`src/design/swdk_pkg.sv`:
```
`default_nettype none

package swdk_pkg;

    // Run mode codes as seen on run_mode
    typedef enum logic [1:0] {
        MODE_STOP    = 2'd0,
        MODE_FORWARD = 2'd1,
        MODE_REVERSE = 2'd2
    } mode_t;

    // Confirmed key events for one tick
    typedef struct packed {
        logic faster;
        logic slower;
        logic forward;
        logic reverse;
        logic stop;
    } key_hits_t;

    // One result beat
    typedef struct packed {
        logic [3:0] coil;
        logic [7:0] segment_n;
        logic [3:0] speed;
        mode_t      mode;
    } result_t;

    localparam int CONFIRM_W = 7;
    localparam int SPEED_W   = 4;
    localparam int PHASE_W   = 2;

    // Configuration register indexes
    localparam logic REG_SPEED_CONFIRM = 1'b0;
    localparam logic REG_DIR_CONFIRM   = 1'b1;

    localparam logic [CONFIRM_W-1:0] SPEED_CONFIRM_RESET = 7'd80;
    localparam logic [CONFIRM_W-1:0] DIR_CONFIRM_RESET   = 7'd20;

    localparam logic [SPEED_W-1:0] SPEED_MIN = 4'd2;
    localparam logic [SPEED_W-1:0] SPEED_MAX = 4'd9;

    localparam logic [3:0] FWD_PATTERN [4] = '{4'h1, 4'h2, 4'h4, 4'h8};
    localparam logic [3:0] REV_PATTERN [4] = '{4'h8, 4'h4, 4'h2, 4'h1};

    // Seven-segment codes, active high, digits 0 to F
    localparam logic [7:0] SEG_CODE [16] = '{
        8'h3f, 8'h06, 8'h5b, 8'h4f, 8'h66, 8'h6d, 8'h7d, 8'h07,
        8'h7f, 8'h6f, 8'h77, 8'h7c, 8'h39, 8'h5e, 8'h79, 8'h71
    };

endpackage

`default_nettype wire

```
`src/design/swdk_key_filter.sv`:
```
`default_nettype none

module swdk_key_filter
    import swdk_pkg::*;
(
    input  wire logic                 clk,
    input  wire logic                 rst_n,
    input  wire logic                 advance,
    input  wire logic [4:0]           keys_n,
    input  wire logic [CONFIRM_W-1:0] speed_confirm,
    input  wire logic [CONFIRM_W-1:0] dir_confirm,
    output key_hits_t                 hits
);

    logic [CONFIRM_W-1:0] count_reg  [5];
    logic [CONFIRM_W-1:0] count_next [5];
    logic [4:0]           hit;
    logic [CONFIRM_W-1:0] limit_speed;
    logic [CONFIRM_W-1:0] limit_dir;

    // Treat a zero confirm value as one
    assign limit_speed = (speed_confirm == '0) ? CONFIRM_W'(1) : speed_confirm;
    assign limit_dir   = (dir_confirm == '0) ? CONFIRM_W'(1) : dir_confirm;

    // Count low ticks, fire and restart at the limit, clear when released
    always_comb
    begin
        logic [CONFIRM_W:0]   inc;
        logic [CONFIRM_W-1:0] limit;
        for (int k = 0; k < 5; k++)
        begin
            limit = (k < 2) ? limit_speed : limit_dir;
            inc   = {1'b0, count_reg[k]} + (CONFIRM_W+1)'(1);
            if (keys_n[k])
            begin
                hit[k]        = 1'b0;
                count_next[k] = '0;
            end
            else if (inc >= {1'b0, limit})
            begin
                hit[k]        = 1'b1;
                count_next[k] = '0;
            end
            else
            begin
                hit[k]        = 1'b0;
                count_next[k] = inc[CONFIRM_W-1:0];
            end
        end
    end

    assign hits.faster  = hit[0];
    assign hits.slower  = hit[1];
    assign hits.forward = hit[2];
    assign hits.reverse = hit[3];
    assign hits.stop    = hit[4];

    // Advance counters on each accepted beat
    always_ff @(posedge clk or negedge rst_n)
    begin
        if (!rst_n)
        begin
            for (int k = 0; k < 5; k++)
                count_reg[k] <= '0;
        end
        else if (advance)
        begin
            for (int k = 0; k < 5; k++)
                count_reg[k] <= count_next[k];
        end
    end

endmodule

`default_nettype wire

```
`src/design/swdk_drive.sv`:
```
`default_nettype none

module swdk_drive
    import swdk_pkg::*;
(
    input  wire logic      clk,
    input  wire logic      rst_n,
    input  wire logic      advance,
    input  wire key_hits_t hits,
    output result_t        result
);

    mode_t              mode_reg,  mode_next;
    logic [SPEED_W-1:0] speed_reg, speed_next;
    logic [PHASE_W-1:0] phase_reg, phase_next;
    logic [3:0]         timer_reg, timer_next;

    always_comb
    begin
        logic [SPEED_W-1:0] spd;
        mode_t              md;
        logic [PHASE_W-1:0] ph;
        logic [3:0]         tm;
        logic [3:0]         tm_inc;
        logic [3:0]         coil;

        // Apply speed keys, faster first, wrapping at both ends
        spd = speed_reg;
        if (hits.faster)
            spd = (spd >= SPEED_MAX) ? SPEED_MIN : spd + SPEED_W'(1);
        if (hits.slower)
            spd = (spd <= SPEED_MIN) ? SPEED_MAX : spd - SPEED_W'(1);

        // Stop over reverse over forward
        md = mode_reg;
        if (hits.forward)
            md = MODE_FORWARD;
        if (hits.reverse)
            md = MODE_REVERSE;
        if (hits.stop)
            md = MODE_STOP;

        // Restart the phase on a mode change
        ph = phase_reg;
        tm = timer_reg;
        if (md != mode_reg)
        begin
            ph = '0;
            tm = '0;
        end

        // Show the current phase, then advance the timer
        coil = 4'h0;
        case (md)
            MODE_FORWARD, MODE_REVERSE:
            begin
                coil   = (md == MODE_FORWARD) ? FWD_PATTERN[ph] : REV_PATTERN[ph];
                tm_inc = tm + 4'd1;
                if (tm_inc >= spd)
                begin
                    tm = '0;
                    ph = ph + PHASE_W'(1);
                end
                else
                begin
                    tm = tm_inc;
                end
            end
            default:
            begin
                tm_inc = '0;
                ph     = '0;
                tm     = '0;
            end
        endcase

        mode_next  = md;
        speed_next = spd;
        phase_next = ph;
        timer_next = tm;

        result.coil      = coil;
        result.segment_n = ~SEG_CODE[spd];
        result.speed     = spd;
        result.mode      = md;
    end

    // Hold state between beats
    always_ff @(posedge clk or negedge rst_n)
    begin
        if (!rst_n)
        begin
            mode_reg  <= MODE_STOP;
            speed_reg <= SPEED_MIN;
            phase_reg <= '0;
            timer_reg <= '0;
        end
        else if (advance)
        begin
            mode_reg  <= mode_next;
            speed_reg <= speed_next;
            phase_reg <= phase_next;
            timer_reg <= timer_next;
        end
    end

endmodule

`default_nettype wire

```
`src/design/stepper_wave_drive_with_keys.sv`:
```
// Channel | Handshake            | Beat carries
// --------+----------------------+------------------------------------------------
// in      | in_valid / in_ready  | key_faster_n key_slower_n key_forward_n
//         |                      | key_reverse_n key_stop_n
// out     | out_valid / out_ready| coil_drive segment_drive_n speed_value run_mode
// config  | wr_en                | wr_index wr_data, no stall
//
// One beat per cycle while the output is not stalled: key counters, drive state
// and the output register all load at the edge that accepts a beat, so its
// result can be taken next cycle. in_ready is high while the output register is
// empty or being drained, so a stalled output holds its beat and blocks the next
// input only until taken. Reset clears counters, mode, phase and speed (2), and
// loads confirm values 80 and 20.
`default_nettype none

module stepper_wave_drive_with_keys
    import swdk_pkg::*;
(
    input  wire logic                 clk,
    input  wire logic                 rst_n,
    input  wire logic                 in_valid,
    output logic                      in_ready,
    input  wire logic                 key_faster_n,
    input  wire logic                 key_slower_n,
    input  wire logic                 key_forward_n,
    input  wire logic                 key_reverse_n,
    input  wire logic                 key_stop_n,
    output logic                      out_valid,
    input  wire logic                 out_ready,
    output logic [3:0]                coil_drive,
    output logic [7:0]                segment_drive_n,
    output logic [3:0]                speed_value,
    output logic [1:0]                run_mode,
    input  wire logic                 wr_en,
    input  wire logic                 wr_index,
    input  wire logic [CONFIRM_W-1:0] wr_data
);

    logic [CONFIRM_W-1:0] speed_confirm_reg;
    logic [CONFIRM_W-1:0] dir_confirm_reg;
    logic                 accept;
    key_hits_t            hits;
    result_t              result;
    result_t              result_reg;
    logic                 out_valid_reg;

    assign in_ready = !out_valid_reg || out_ready;
    assign accept   = in_valid && in_ready;

    // Configuration writes
    always_ff @(posedge clk or negedge rst_n)
    begin
        if (!rst_n)
        begin
            speed_confirm_reg <= SPEED_CONFIRM_RESET;
            dir_confirm_reg   <= DIR_CONFIRM_RESET;
        end
        else if (wr_en)
        begin
            case (wr_index)
                REG_SPEED_CONFIRM: speed_confirm_reg <= wr_data;
                REG_DIR_CONFIRM:   dir_confirm_reg   <= wr_data;
                default:           ;
            endcase
        end
    end

    swdk_key_filter u_keys (
        .clk           (clk),
        .rst_n         (rst_n),
        .advance       (accept),
        .keys_n        ({key_stop_n, key_reverse_n, key_forward_n,
                         key_slower_n, key_faster_n}),
        .speed_confirm (speed_confirm_reg),
        .dir_confirm   (dir_confirm_reg),
        .hits          (hits)
    );

    swdk_drive u_drive (
        .clk     (clk),
        .rst_n   (rst_n),
        .advance (accept),
        .hits    (hits),
        .result  (result)
    );

    // Output register: load on accept, drop valid when taken
    always_ff @(posedge clk or negedge rst_n)
    begin
        if (!rst_n)
            out_valid_reg <= 1'b0;
        else if (accept)
            out_valid_reg <= 1'b1;
        else if (out_ready)
            out_valid_reg <= 1'b0;
    end

    always_ff @(posedge clk)
    begin
        if (accept)
            result_reg <= result;
    end

    assign out_valid       = out_valid_reg;
    assign coil_drive      = result_reg.coil;
    assign segment_drive_n = result_reg.segment_n;
    assign speed_value     = result_reg.speed;
    assign run_mode        = result_reg.mode;

    // An accepted beat always shows up at the output next cycle
    a_accept_to_out: assert property (@(posedge clk) disable iff (!rst_n)
        accept |=> out_valid)
        else $error("accepted beat did not reach output");

    // Stopped means coils off
    a_stop_coils: assert property (@(posedge clk) disable iff (!rst_n)
        (out_valid && run_mode == MODE_STOP) |-> coil_drive == 4'h0)
        else $error("coils driven while stopped");

    // Running means exactly one coil
    a_run_onehot: assert property (@(posedge clk) disable iff (!rst_n)
        (out_valid && run_mode != MODE_STOP) |-> $onehot(coil_drive))
        else $error("coil pattern not one-hot while running");

    // Speed stays in range and matches the display
    a_speed_range: assert property (@(posedge clk) disable iff (!rst_n)
        out_valid |-> (speed_value >= SPEED_MIN && speed_value <= SPEED_MAX
                       && segment_drive_n == ~SEG_CODE[speed_value]))
        else $error("speed out of range or display mismatch");

endmodule

`default_nettype wire
```
`config.mk`:
```
export PLATFORM = sky130hd
export DESIGN_NAME = stepper_wave_drive_with_keys
export DESIGN_NICKNAME = d
export VERILOG_FILES = /design/src/design/swdk_pkg.sv /design/src/design/swdk_key_filter.sv /design/src/design/swdk_drive.sv /design/src/design/stepper_wave_drive_with_keys.sv
export SDC_FILE = /design/constraint.sdc
export NUM_CORES = 1
export LEC_CHECK = 0
export ABC_AREA = 1
export BUFFER_PORTS_ARGS = -buffer_cell sky130_fd_sc_hd__buf_2
export CAP_MARGIN = 10
export CORE_MARGIN = 2
export CORE_UTILIZATION = 45
export DETAILED_ROUTE_END_ITERATION = 12
export GPL_TIMING_DRIVEN = 0
export MAX_ROUTING_LAYER = met4
export SETUP_SLACK_MARGIN = 0.05
export SLEW_MARGIN = 15
export SYNTH_ARGS = -nofsm -noshare
export SYNTH_HDL_FRONTEND = slang
export SYNTH_SLANG_ARGS = --single-unit
export TNS_END_PERCENT = 5
```
`constraint.sdc`:
```
create_clock -name clk -period 6 [get_ports clk]
set_input_delay 0.9 -clock clk [delete_from_list [all_inputs] [get_ports clk]]
set_output_delay 0.9 -clock clk [all_outputs]
set_load 0.02 [all_outputs]
```
### Word-level counts from Yosys, hierarchy flattened

Memory sizes are Yosys's and may differ from the RTL's.
Index checks and enable logic that the tools add are counted.

* bits in registers: 80
* bits in read-only memories: 128
* input bits: 18
* memories kept: 1
* logic and storage cells: 98

Memories
* (no name shown): depth 16, width 8, read ports 1, clocked after Yosys merged registers in 0, write ports 0, RTL line swdk_drive.sv:83 `result.segment_n = ~SEG_CODE[spd];`

* $lt $le $gt $ge: 10
* reduce and logical (&&, ||, !) cells: 9
* multiplexer cells: 46
* bitwise operators: 4
* $add $sub $neg: 9
* eq/ne operators: 3

Operator list (count)
* $mux 7: 12
* $mux 4: 12
* $add 7x1->8 const B: 5
* $ge 8x7->1: 5
* $bmux 4 s2: 2
* $mux 8: 2
* $logic_not 7->1: 2
* $mux 1: 12
* $mux 2: 6
* $add 4x1->4 const B: 2
* $not 8->8: 1
* $ge 5x5->1 const B: 1
* $not 4->5: 1
* $ge 4x4->1: 1
* $ge 4x4->1 const B: 1
* $le 4x2->1 const B: 1
* $reduce_and 2->1: 2
* $sub 4x1->4 const B: 1
* $ge 3x3->1 const B: 1
* $not 2->3: 1
* $add 2x1->2 const B: 1
* $eq 2x1->1 const B: 1
* $eq 2x2->1 const B: 1
* $ne 2x2->1: 1
* 6 further kinds: 6

### Logic depth before layout (Yosys ltp)

Gate-level depths: netlist of run 1.

* depth in word-level cells: 15
* gate-level depth with buffers: 33

### Modules after synthesis

From an unflattened synthesis of run 1, not the netlist that was laid out.

* cell total of the unflattened synthesis: 777
* area total of the unflattened synthesis: 5820.6 sq um

Modules (own cells, without submodules)
* swdk_key_filter: instances 1, cells each 470, area an instance 3145.5 sq um
* swdk_drive: instances 1, cells each 221, area an instance 1501.4 sq um
* stepper_wave_drive_with_keys: instances 1, cells each 86, area an instance 1173.6 sq um

### Worst setup path after synthesis of run 1

Ideal clock, no wire load.

* path type: flip-flop to flip-flop
* from: register u_keys.count_reg[28] in the netlist's numbering
* to: register u_drive.timer_reg[3]
* path slack: 2.169 ns
* clock period less this slack: 3.831 ns
* required time: 5.917 ns
* stages on the path, launching flop included: 30
* buffers on the path: 1
* arrival: 3.749 ns
* cells stage by stage: dfrtp_1 -> ha_1 -> nand2_1 -> nor3_1 -> xor2_1 -> ha_1 -> inv_1 -> o211ai_2 -> inv_2 -> nand3_4 -> nand2_4 -> nand2_1 -> nand2_1 -> inv_1 -> ha_1 -> inv_1 -> nor2_4 -> xor2_4 -> nand2_2 -> buf_6 -> ha_1 -> nand2_1 -> inv_1 -> o21ai_0 -> nand2_1 -> a31oi_1 -> inv_1 -> nor2_1 -> inv_1 -> o21ai_0

* cells in the longest elaborated chain, start to end: 11

RTL lines
* from (decl): RTL line swdk_key_filter.sv:15 `logic [CONFIRM_W-1:0] count_reg [5];`
* from (signal, indexed assignment): RTL line swdk_key_filter.sv:69 `count_reg[k] <= count_next[k];`
* $add 7x1->8 (*): RTL line swdk_key_filter.sv:33 `inc = {1'b0, count_reg[k]} + (CONFIRM_W+1)'(1);`
* $ge 8x7->1 (*): RTL line swdk_key_filter.sv:39 `else if (inc >= {1'b0, limit})`
* $mux 1 (*): RTL line swdk_key_filter.sv:39
* $mux 1 (*): RTL line swdk_key_filter.sv:34 `if (keys_n[k])`
* $mux 4 (*): RTL line swdk_drive.sv:29 `if (hits.faster)`
* $sub 4x1->4 or $le 4x2->1 (tied branches): RTL line swdk_drive.sv:32 `spd = (spd <= SPEED_MIN) ? SPEED_MAX : spd - SPEED_W'(1);`
* $mux 4: RTL line swdk_drive.sv:32
* $mux 4 (*): RTL line swdk_drive.sv:31 `if (hits.slower)`
* $ge 4x4->1 (*): RTL line swdk_drive.sv:59 `if (tm_inc >= spd)`
* $mux 4 (*): RTL line swdk_drive.sv:59
* $mux 4 (*): RTL line swdk_drive.sv:54 `case (md)`
* to (signal assigned): RTL line swdk_drive.sv:103 `timer_reg <= timer_next;`
* to (decl): RTL line swdk_drive.sv:16 `logic [3:0] timer_reg, timer_next;`

Every way passes the cells marked *; elsewhere a longest branch is shown, timed or not.
A chain may end at the register's enable or synchronous reset.

### Final worst setup path of run 1

* from: register u_keys.count_reg[14] in the netlist's numbering
* to: register u_drive.timer_reg[3]

* cells in the longest elaborated chain, start to end: 13

RTL lines
* $add 7x1->8 (*): RTL line swdk_key_filter.sv:33
* $ge 8x7->1 (*): RTL line swdk_key_filter.sv:39
* $mux 1 (*): RTL line swdk_key_filter.sv:39
* $mux 1 (*): RTL line swdk_key_filter.sv:34
* $mux 2 (*): RTL line swdk_drive.sv:36 `if (hits.forward)`
* $mux 2 (*): RTL line swdk_drive.sv:38 `if (hits.reverse)`
* $mux 2 (*): RTL line swdk_drive.sv:40 `if (hits.stop)`
* $ne 2x2->1: RTL line swdk_drive.sv:46 `if (md != mode_reg)`
* $mux 4: RTL line swdk_drive.sv:46
* $add 4x1->4: RTL line swdk_drive.sv:58 `tm_inc = tm + 4'd1;`
* $ge 4x4->1: RTL line swdk_drive.sv:59
* $mux 4: RTL line swdk_drive.sv:59
* $mux 4 (*): RTL line swdk_drive.sv:54

Marked as above.

==> results of run 1 <==
## final cells by class
type / count / area, um^2 / share of cell area (%)
multi-input cells: 450 / 2800 / 45.86
flip-flops and latches: 79 / 2068 / 33.87
inverters: 133 / 499.2 / 8.176
clock buffers: 12 / 236.5 / 3.873
repair buffers: 37 / 210.2 / 3.443
well taps: 147 / 183.9 / 3.012
plain buffers: 11 / 61.31 / 1.004
clock inverters: 4 / 46.29 / 0.7582
## cell usage after synthesis, types with 2 or more instances
library cell    n
nor2_4          2
a31oi_1         3
o22ai_1        12
o21ai_0        43
ha_1           57
inv_1         132
nor4_1          2
dfstp_2         5
a31o_2          2
o21a_1          3
nand4_1        12
nand3b_1        5
a21o_1          2
nand2_2         9
o211ai_1        2
nor2_2          3
buf_6           2
nand3_4         2
nand3_1        40
xor2_1         23
nor2_1         39
a21oi_1        12
nand3_2         3
a32o_1          6
clkbuf_1        8
o21ai_1         2
nor3_1          3
dfrtp_1        57
nand2_1       145
o32ai_1         2
o21bai_1        3
edfxtp_1       17
nand2_4         2
## power groups by stage
stage / clock network (mW) / registers, mW / logic, mW
after floorplan: 0 / 0.812 / 0.784
after global placement: 0 / 0.770 / 1.04
after detailed placement: 0 / 0.774 / 1.08
after CTS: 0.550 / 0.766 / 1.09
after global routing: 0.571 / 0.781 / 1.25
final: 0.535 / 0.765 / 1.08
## critical path: cells and delay by family, from the launching register on
kind            cells  cell delay (ps)
compound gates      5              820
flops               1              380
xor+xnor            1              200
simple gates       15             1800
buf+inv             6              420
fa+ha+maj           3              780
## metrics by stage
stage	instances	power, mW
4_1_cts	873	2.407
3_5_place_dp	857	1.858
6_report	873	2.377
3_3_place_gp	856	1.813
5_1_grt	873	2.601
2_1_floorplan	673	1.596
## kinds of logic after synthesis
family	count (synthesis)	share of synthesized area (%)
compound gates	95	10.63
xor+xnor	25	4.380
fa+ha+maj	57	13.14
buf+inv	144	10.30
flops	79	38.11
mux	1	0.1844
other cells	1	0.06909
simple gates	271	23.19
## layer usage
metal	vias to the layer above	GRT usage [%]	part of all wire, %
li1	2276	-	-
met1	2112	24.46	47
met2	70	32.34	48
met3	12	3.666	3.4
met4	0	6.260	1.4
met5	-	-	0
## worst max-delay path by stage
stage	to	slack, ps	cells after the start
2_1_floorplan	u_drive.timer_reg[3]$_DFFE_PN0P_	2170	29
3_3_place_gp	u_drive.timer_reg[3]$_DFFE_PN0P_	1620	26
3_5_place_dp	u_drive.timer_reg[3]$_DFFE_PN0P_	1510	26
4_1_cts	u_drive.timer_reg[3]$_DFFE_PN0P_	1490	26
5_1_grt	u_drive.timer_reg[3]$_DFFE_PN0P_	990	26
6_report	u_drive.timer_reg[3]$_DFFE_PN0P_	1500	30
==> flow_summary.json, run 1 <==
{
  "tightest_slew_ps": 719.5,
  "fillers": 1163,
  "drt_first_pass_iters": 4,
  "cts_resized": 0,
  "gr-total-overflow": 0,
  "synth_edf_count": 17,
  "ir_worst_vdd_v": 0.0001442,
  "ios": 38,
  "cts_hold_buf": 0,
  "pre_cts_ws_ps": 1514,
  "largest_reg_flops": 35,
  "cts_root_buffer": "clkbuf_16",
  "p_per_area_nw_per_um2": 389.3,
  "rrSetupSlack_ps": 1500,
  "final_cell_mix": "nand2_1 (145), inv_1 (132), ha_1 (57), dfrtp_1 (57), o21ai_0 (43)",
  "period_minus_slack_ps": 4497,
  "antenna_cells": 0,
  "die-height_um": 113.8,
  "worst_ep_arrival_time_ps": 4750,
  "critPathCaptureType": "flop",
  "switching_share_pct": 41.18,
  "netlist_instances": 673,
  "p_int_mw": 1.398,
  "avgSynthCellArea_um2": 8.065,
  "clkTransAtPathRegs_ps": 60,
  "cts_buffer_depth": 2,
  "core_area_um2": 11910,
  "fin_crit_sh_pct": 74.95,
  "fin_area_um2": 6106,
  "synth_seq_area_share_pct": 38.11,
  "maxCapViolCount": 0,
  "routabilityCongestion": 0.8240,
  "synth_flop_cell": "dfrtp_1",
  "path_class": "flop to flop",
  "vias_per_cell": 5.120,
  "die_w_um": 113.8,
  "synth_largest_area_cell": "dfrtp_1",
  "synth_area_leaders": "dfrtp_1 (26%), ha_1 (13%), nand2_1 (10%), edfxtp_1 (9.4%), inv_1 (9.1%)",
  "r2r_end": "u_drive.timer_reg[3]$_DFFE_PN0P_",
  "yosysTopAreaCellShare_pct": 26.28,
  "cts_tree": "built",
  "cts_num_sinks": 79,
  "setup_tns_ps": 0,
  "areaGrowthSynthToFinish_pct": 12.49,
  "relSlewSlack_pct": 52.03,
  "grt_pass1_vias": 4313,
  "final_antenna_net_count": 0,
  "dpl_cell_area_um2": 5823,
  "crit_top_cell": "nand2_1",
  "drv_slew": 0,
  "portBuffers": 36,
  "switching_power_mw": 0.9786,
  "ys_seq_elements": 79,
  "r2r-start": "u_keys.count_reg[14]$_DFFE_PN0P_",
  "layout-drive-gt1-share_pct": 11.98,
  "pwr-share-comb_pct": 45.3,
  "yosysUniqueCellTypes": 46,
  "grt_util_all_layers_pct": 19.58,
  "final_common_cell": "nand2_1",
  "setup_viol": 0,
  "finalHoldViolations": 0,
  "numCtsBuffers": 9,
  "post-cts-setup-buffer-count": 0,
  "totalWireLength_mm": 11.49,
  "yosys_warnings": 0,
  "drc": 0,
  "final_util_pct": 51.26,
  "core.rowCount": 40,
  "cts_htree_levels": 3,
  "start_util_pct": 45.57,
  "worst_slack_ps": 1503,
  "seqPwrFrac_pct": 32.2,
  "grt_pass1_wl_mm": 19.51,
  "clk_latency_ps": 340,
  "antenna_found_initial": 0,
  "critical_path.max_fanout": 4,
  "grt_setup_unrepaired": "no",
  "nets": 796,
  "status": "finished clean",
  "grt_max_degree": 48,
  "hp-class": "primary input to asynchronous set/reset pin",
  "die_area_um2": 12960,
  "avgRoutedWirePerCell_um": 13.16,
  "place_hpwl_mm": 8.829,
  "cellLeakagePower_nw": 3.243,
  "synth_nets": 748,
  "drtIter0Drc": 248,
  "required_ps": 6250,
  "synthArstFlopShare_pct": 78.48,
  "synthesis.area_um2": 5428,
  "reg2reg_depth": 30,
  "fin_skew_ps": 6.271,
  "clkPwrFrac_pct": 22.5,
  "cp-start-kind": "flop",
  "fmax_mhz": 222.4,
  "max_stage_delay_ps": 380,
  "cp_slowest_cell": "dfrtp_1",
  "holdWs_ps": 427.2,
  "via_count": 4470,
  "crit_start": "u_keys.count_reg[14]$_DFFE_PN0P_"
}
No activity file was read; power rests on OpenSTA's default activity.
==> run 2: changes to the inputs <==
==> constraint.sdc (replaced) <==
create_clock -name clk -period 4.4 [get_ports clk]
set_input_delay 0.66 -clock clk [delete_from_list [all_inputs] [get_ports clk]]
set_output_delay 0.66 -clock clk [all_outputs]
set_load 0.02 [all_outputs]
==> run 2 against run 1 <==
Count of clock-buffer cells in the layout unchanged. Combinational power up 63%. Largest power group unchanged. Clock skew rose by 1.8 ps. Non-clock buffer count increased by 25. Sequential share of layout area decreased by 2.1 points.
==> flow_summary.json, run 2 (synthesis results as in run 1) <==
{
  "fin_area_um2": 6529,
  "grt-busiest-layer": "met2",
  "portBuffers": 36,
  "core.rowCount": 40,
  "dpl_cell_area_um2": 5823,
  "final_util_pct": 54.81,
  "cts_tree": "built",
  "worst_ep_arrival_time_ps": 4360,
  "pre_cts_ws_ps": -85.70,
  "cp.buffers_inverters": 7,
  "grt_max_degree": 48,
  "fillers": 1135,
  "layout-drive-gt1-share_pct": 20.77,
  "fin_skew_ps": 8.087,
  "clkTransAtPathRegs_ps": 60,
  "finalHoldViolations": 0,
  "required_ps": 4660,
  "drc": 0,
  "numCtsBuffers": 9,
  "cts_htree_levels": 3,
  "path_delay_family": "simple AND/OR/NAND/NOR gates",
  "drt_first_pass_iters": 4,
  "met1_usage_pct": 24.42,
  "use_met2_pct": 32.38,
  "drv_slew": 0,
  "critPathCaptureType": "flop",
  "cellLeakagePower_nw": 3.391,
  "totalWireLength_mm": 11.99,
  "hp-class": "primary input to asynchronous set/reset pin",
  "final_cell_mix": "nand2_1 (138), inv_1 (127), dfrtp_1 (54)",
  "place_hpwl_mm": 8.829,
  "grt_util_all_layers_pct": 19.58,
  "maxCapViolCount": 0,
  "fin_cells": 898,
  "cts_num_sinks": 79,
  "start_util_pct": 45.57,
  "clk_latency_ps": 350,
  "path_class": "flop to flop",
  "die-height_um": 113.8,
  "grt_pass1_vias": 4316,
  "setup_viol": 0,
  "via_count": 4561,
  "use_met3_pct": 3.666,
  "gr-total-overflow": 0,
  "core_area_um2": 11910,
  "period_minus_slack_ps": 4095,
  "cp-start-kind": "flop",
  "antenna_found_initial": 0,
  "final_antenna_net_count": 0,
  "drtIter0Drc": 269,
  "ir_worst_vdd_v": 0.0002086,
  "p_per_area_nw_per_um2": 543.6,
  "fin_crit_sh_pct": 93.06,
  "crit_start": "u_keys.count_reg[0]$_DFFE_PN0P_",
  "die_w_um": 113.8,
  "status": "finished clean",
  "routabilityCongestion": 0.8240,
  "relSlewSlack_pct": 52.59,
  "vias_per_cell": 5.079,
  "place_inst": 857,
  "antenna_cells": 0,
  "r2r-start": "u_keys.count_reg[0]$_DFFE_PN0P_",
  "nets": 821,
  "cp_slowest_cell": "dfrtp_1",
  "worst_slack_ps": 305.3,
  "fmax_mhz": 244.2,
  "max_stage_delay_ps": 420,
  "die_area_um2": 12960,
  "grt_pass1_wl_mm": 19.51,
  "crit_top_cell": "inv_1",
  "tightest_slew_ps": 711.2,
  "power_mw": 3.549,
  "final_common_cell": "nand2_1",
  "avgRoutedWirePerCell_um": 13.36,
  "ios": 38,
  "largest_reg_flops": 35,
  "cts_root_buffer": "clkbuf_16",
  "critical_path.max_fanout": 5,
  "areaGrowthSynthToFinish_pct": 20.29,
  "cts_buffer_depth": 2
}
[run 2: cell types whose count changed in the layout (fill, tap and decap cells not counted), moves of 4 or more]
cell | previous run | this run
inv_2 | 1 | 6
nand2_1 | 145 | 138
nand2_2 | 9 | 14
xor2_1 | 23 | 17
xor2_2 | 0 | 6
ha_1 | 57 | 53
nand3_2 | 3 | 7
nor2_2 | 3 | 8
buf_4 | 2 | 27
nor2_1 | 39 | 31
nand3_1 | 40 | 35
inv_1 | 132 | 127
[run 2: routing by layer]
metal	up-vias	part of all wire (%)
met5	-	0
met4	0	1.7
met3	19	3.8
met2	67	48
met1	2158	46
li1	2317	-
[run 2: area by class of cell]
| type | instances | area, um^2 | share of cell area [%] |
|---|---|---|---|
| well taps | 147 | 183.9 | 2.817 |
| plain buffers | 11 | 61.31 | 0.9391 |
| clock inverters | 4 | 46.29 | 0.7091 |
| multi-input cells | 450 | 3032 | 46.44 |
| flip-flops and latches | 79 | 2072 | 31.74 |
| inverters | 133 | 499.2 | 7.647 |
| clock buffers | 12 | 236.5 | 3.622 |
| repair buffers | 62 | 397.9 | 6.094 |
[run 2: worst paths after layout]
check | to | slack, ps | cells past startpoint
max | u_drive.timer_reg[3]$_DFFE_PN0P_ | 310 | 28
min | u_keys.count_reg[16]$_DFFE_PN0P_ | 190 | 1
max reg2reg | u_drive.timer_reg[3]$_DFFE_PN0P_ | 310 | 28
min reg2reg | u_drive.phase_reg[1]$_DFFE_PN0P_ | 480 | 2
max in group asynchronous | u_drive.speed_reg[1]$_DFFE_PN1P_ | 3650 | 2
min in group clk | u_drive.phase_reg[1]$_DFFE_PN0P_ | 480 | 2
[run 2: report_power, final]
| group | internal, mW | switching [mW] | total [mW] |
|---|---|---|---|
| clock | 0.437 | 0.296 | 0.733 |
| sequential | 0.943 | 0.110 | 1.05 |
| combinational | 0.699 | 1.06 | 1.76 |
[run 2: timing repair]
| item | in CTS | in global routing |
|---|---|---|
| pin swaps | 0 | 29 |
| gates resized for setup | 5 | 51 |
| hold buffers | 0 | 0 |
| setup buffers | 0 | 25 |
| endpoints found under the setup margin | 4 | 6 |
[run 2: per-stage QoR]
stage	setup TNS, ps	hold slack (ps)
detailed placement	-132.2	468.2
CTS	0	185.2
global placement	0	470.4
floorplan	0	364.4
global route	-53.27	193.4
finish	0	187.3
[run 2: worst reg2reg max path, delay by kind of cell, from the launching register on]
family	cells	cell delay, ps
AOI/OAI and AO/OA	5	590
xor gates and xnor gates	1	170
adders and majority gates	3	720
buffers and inverters	7	580
DFF	1	420
and+or+nand+nor	12	1540
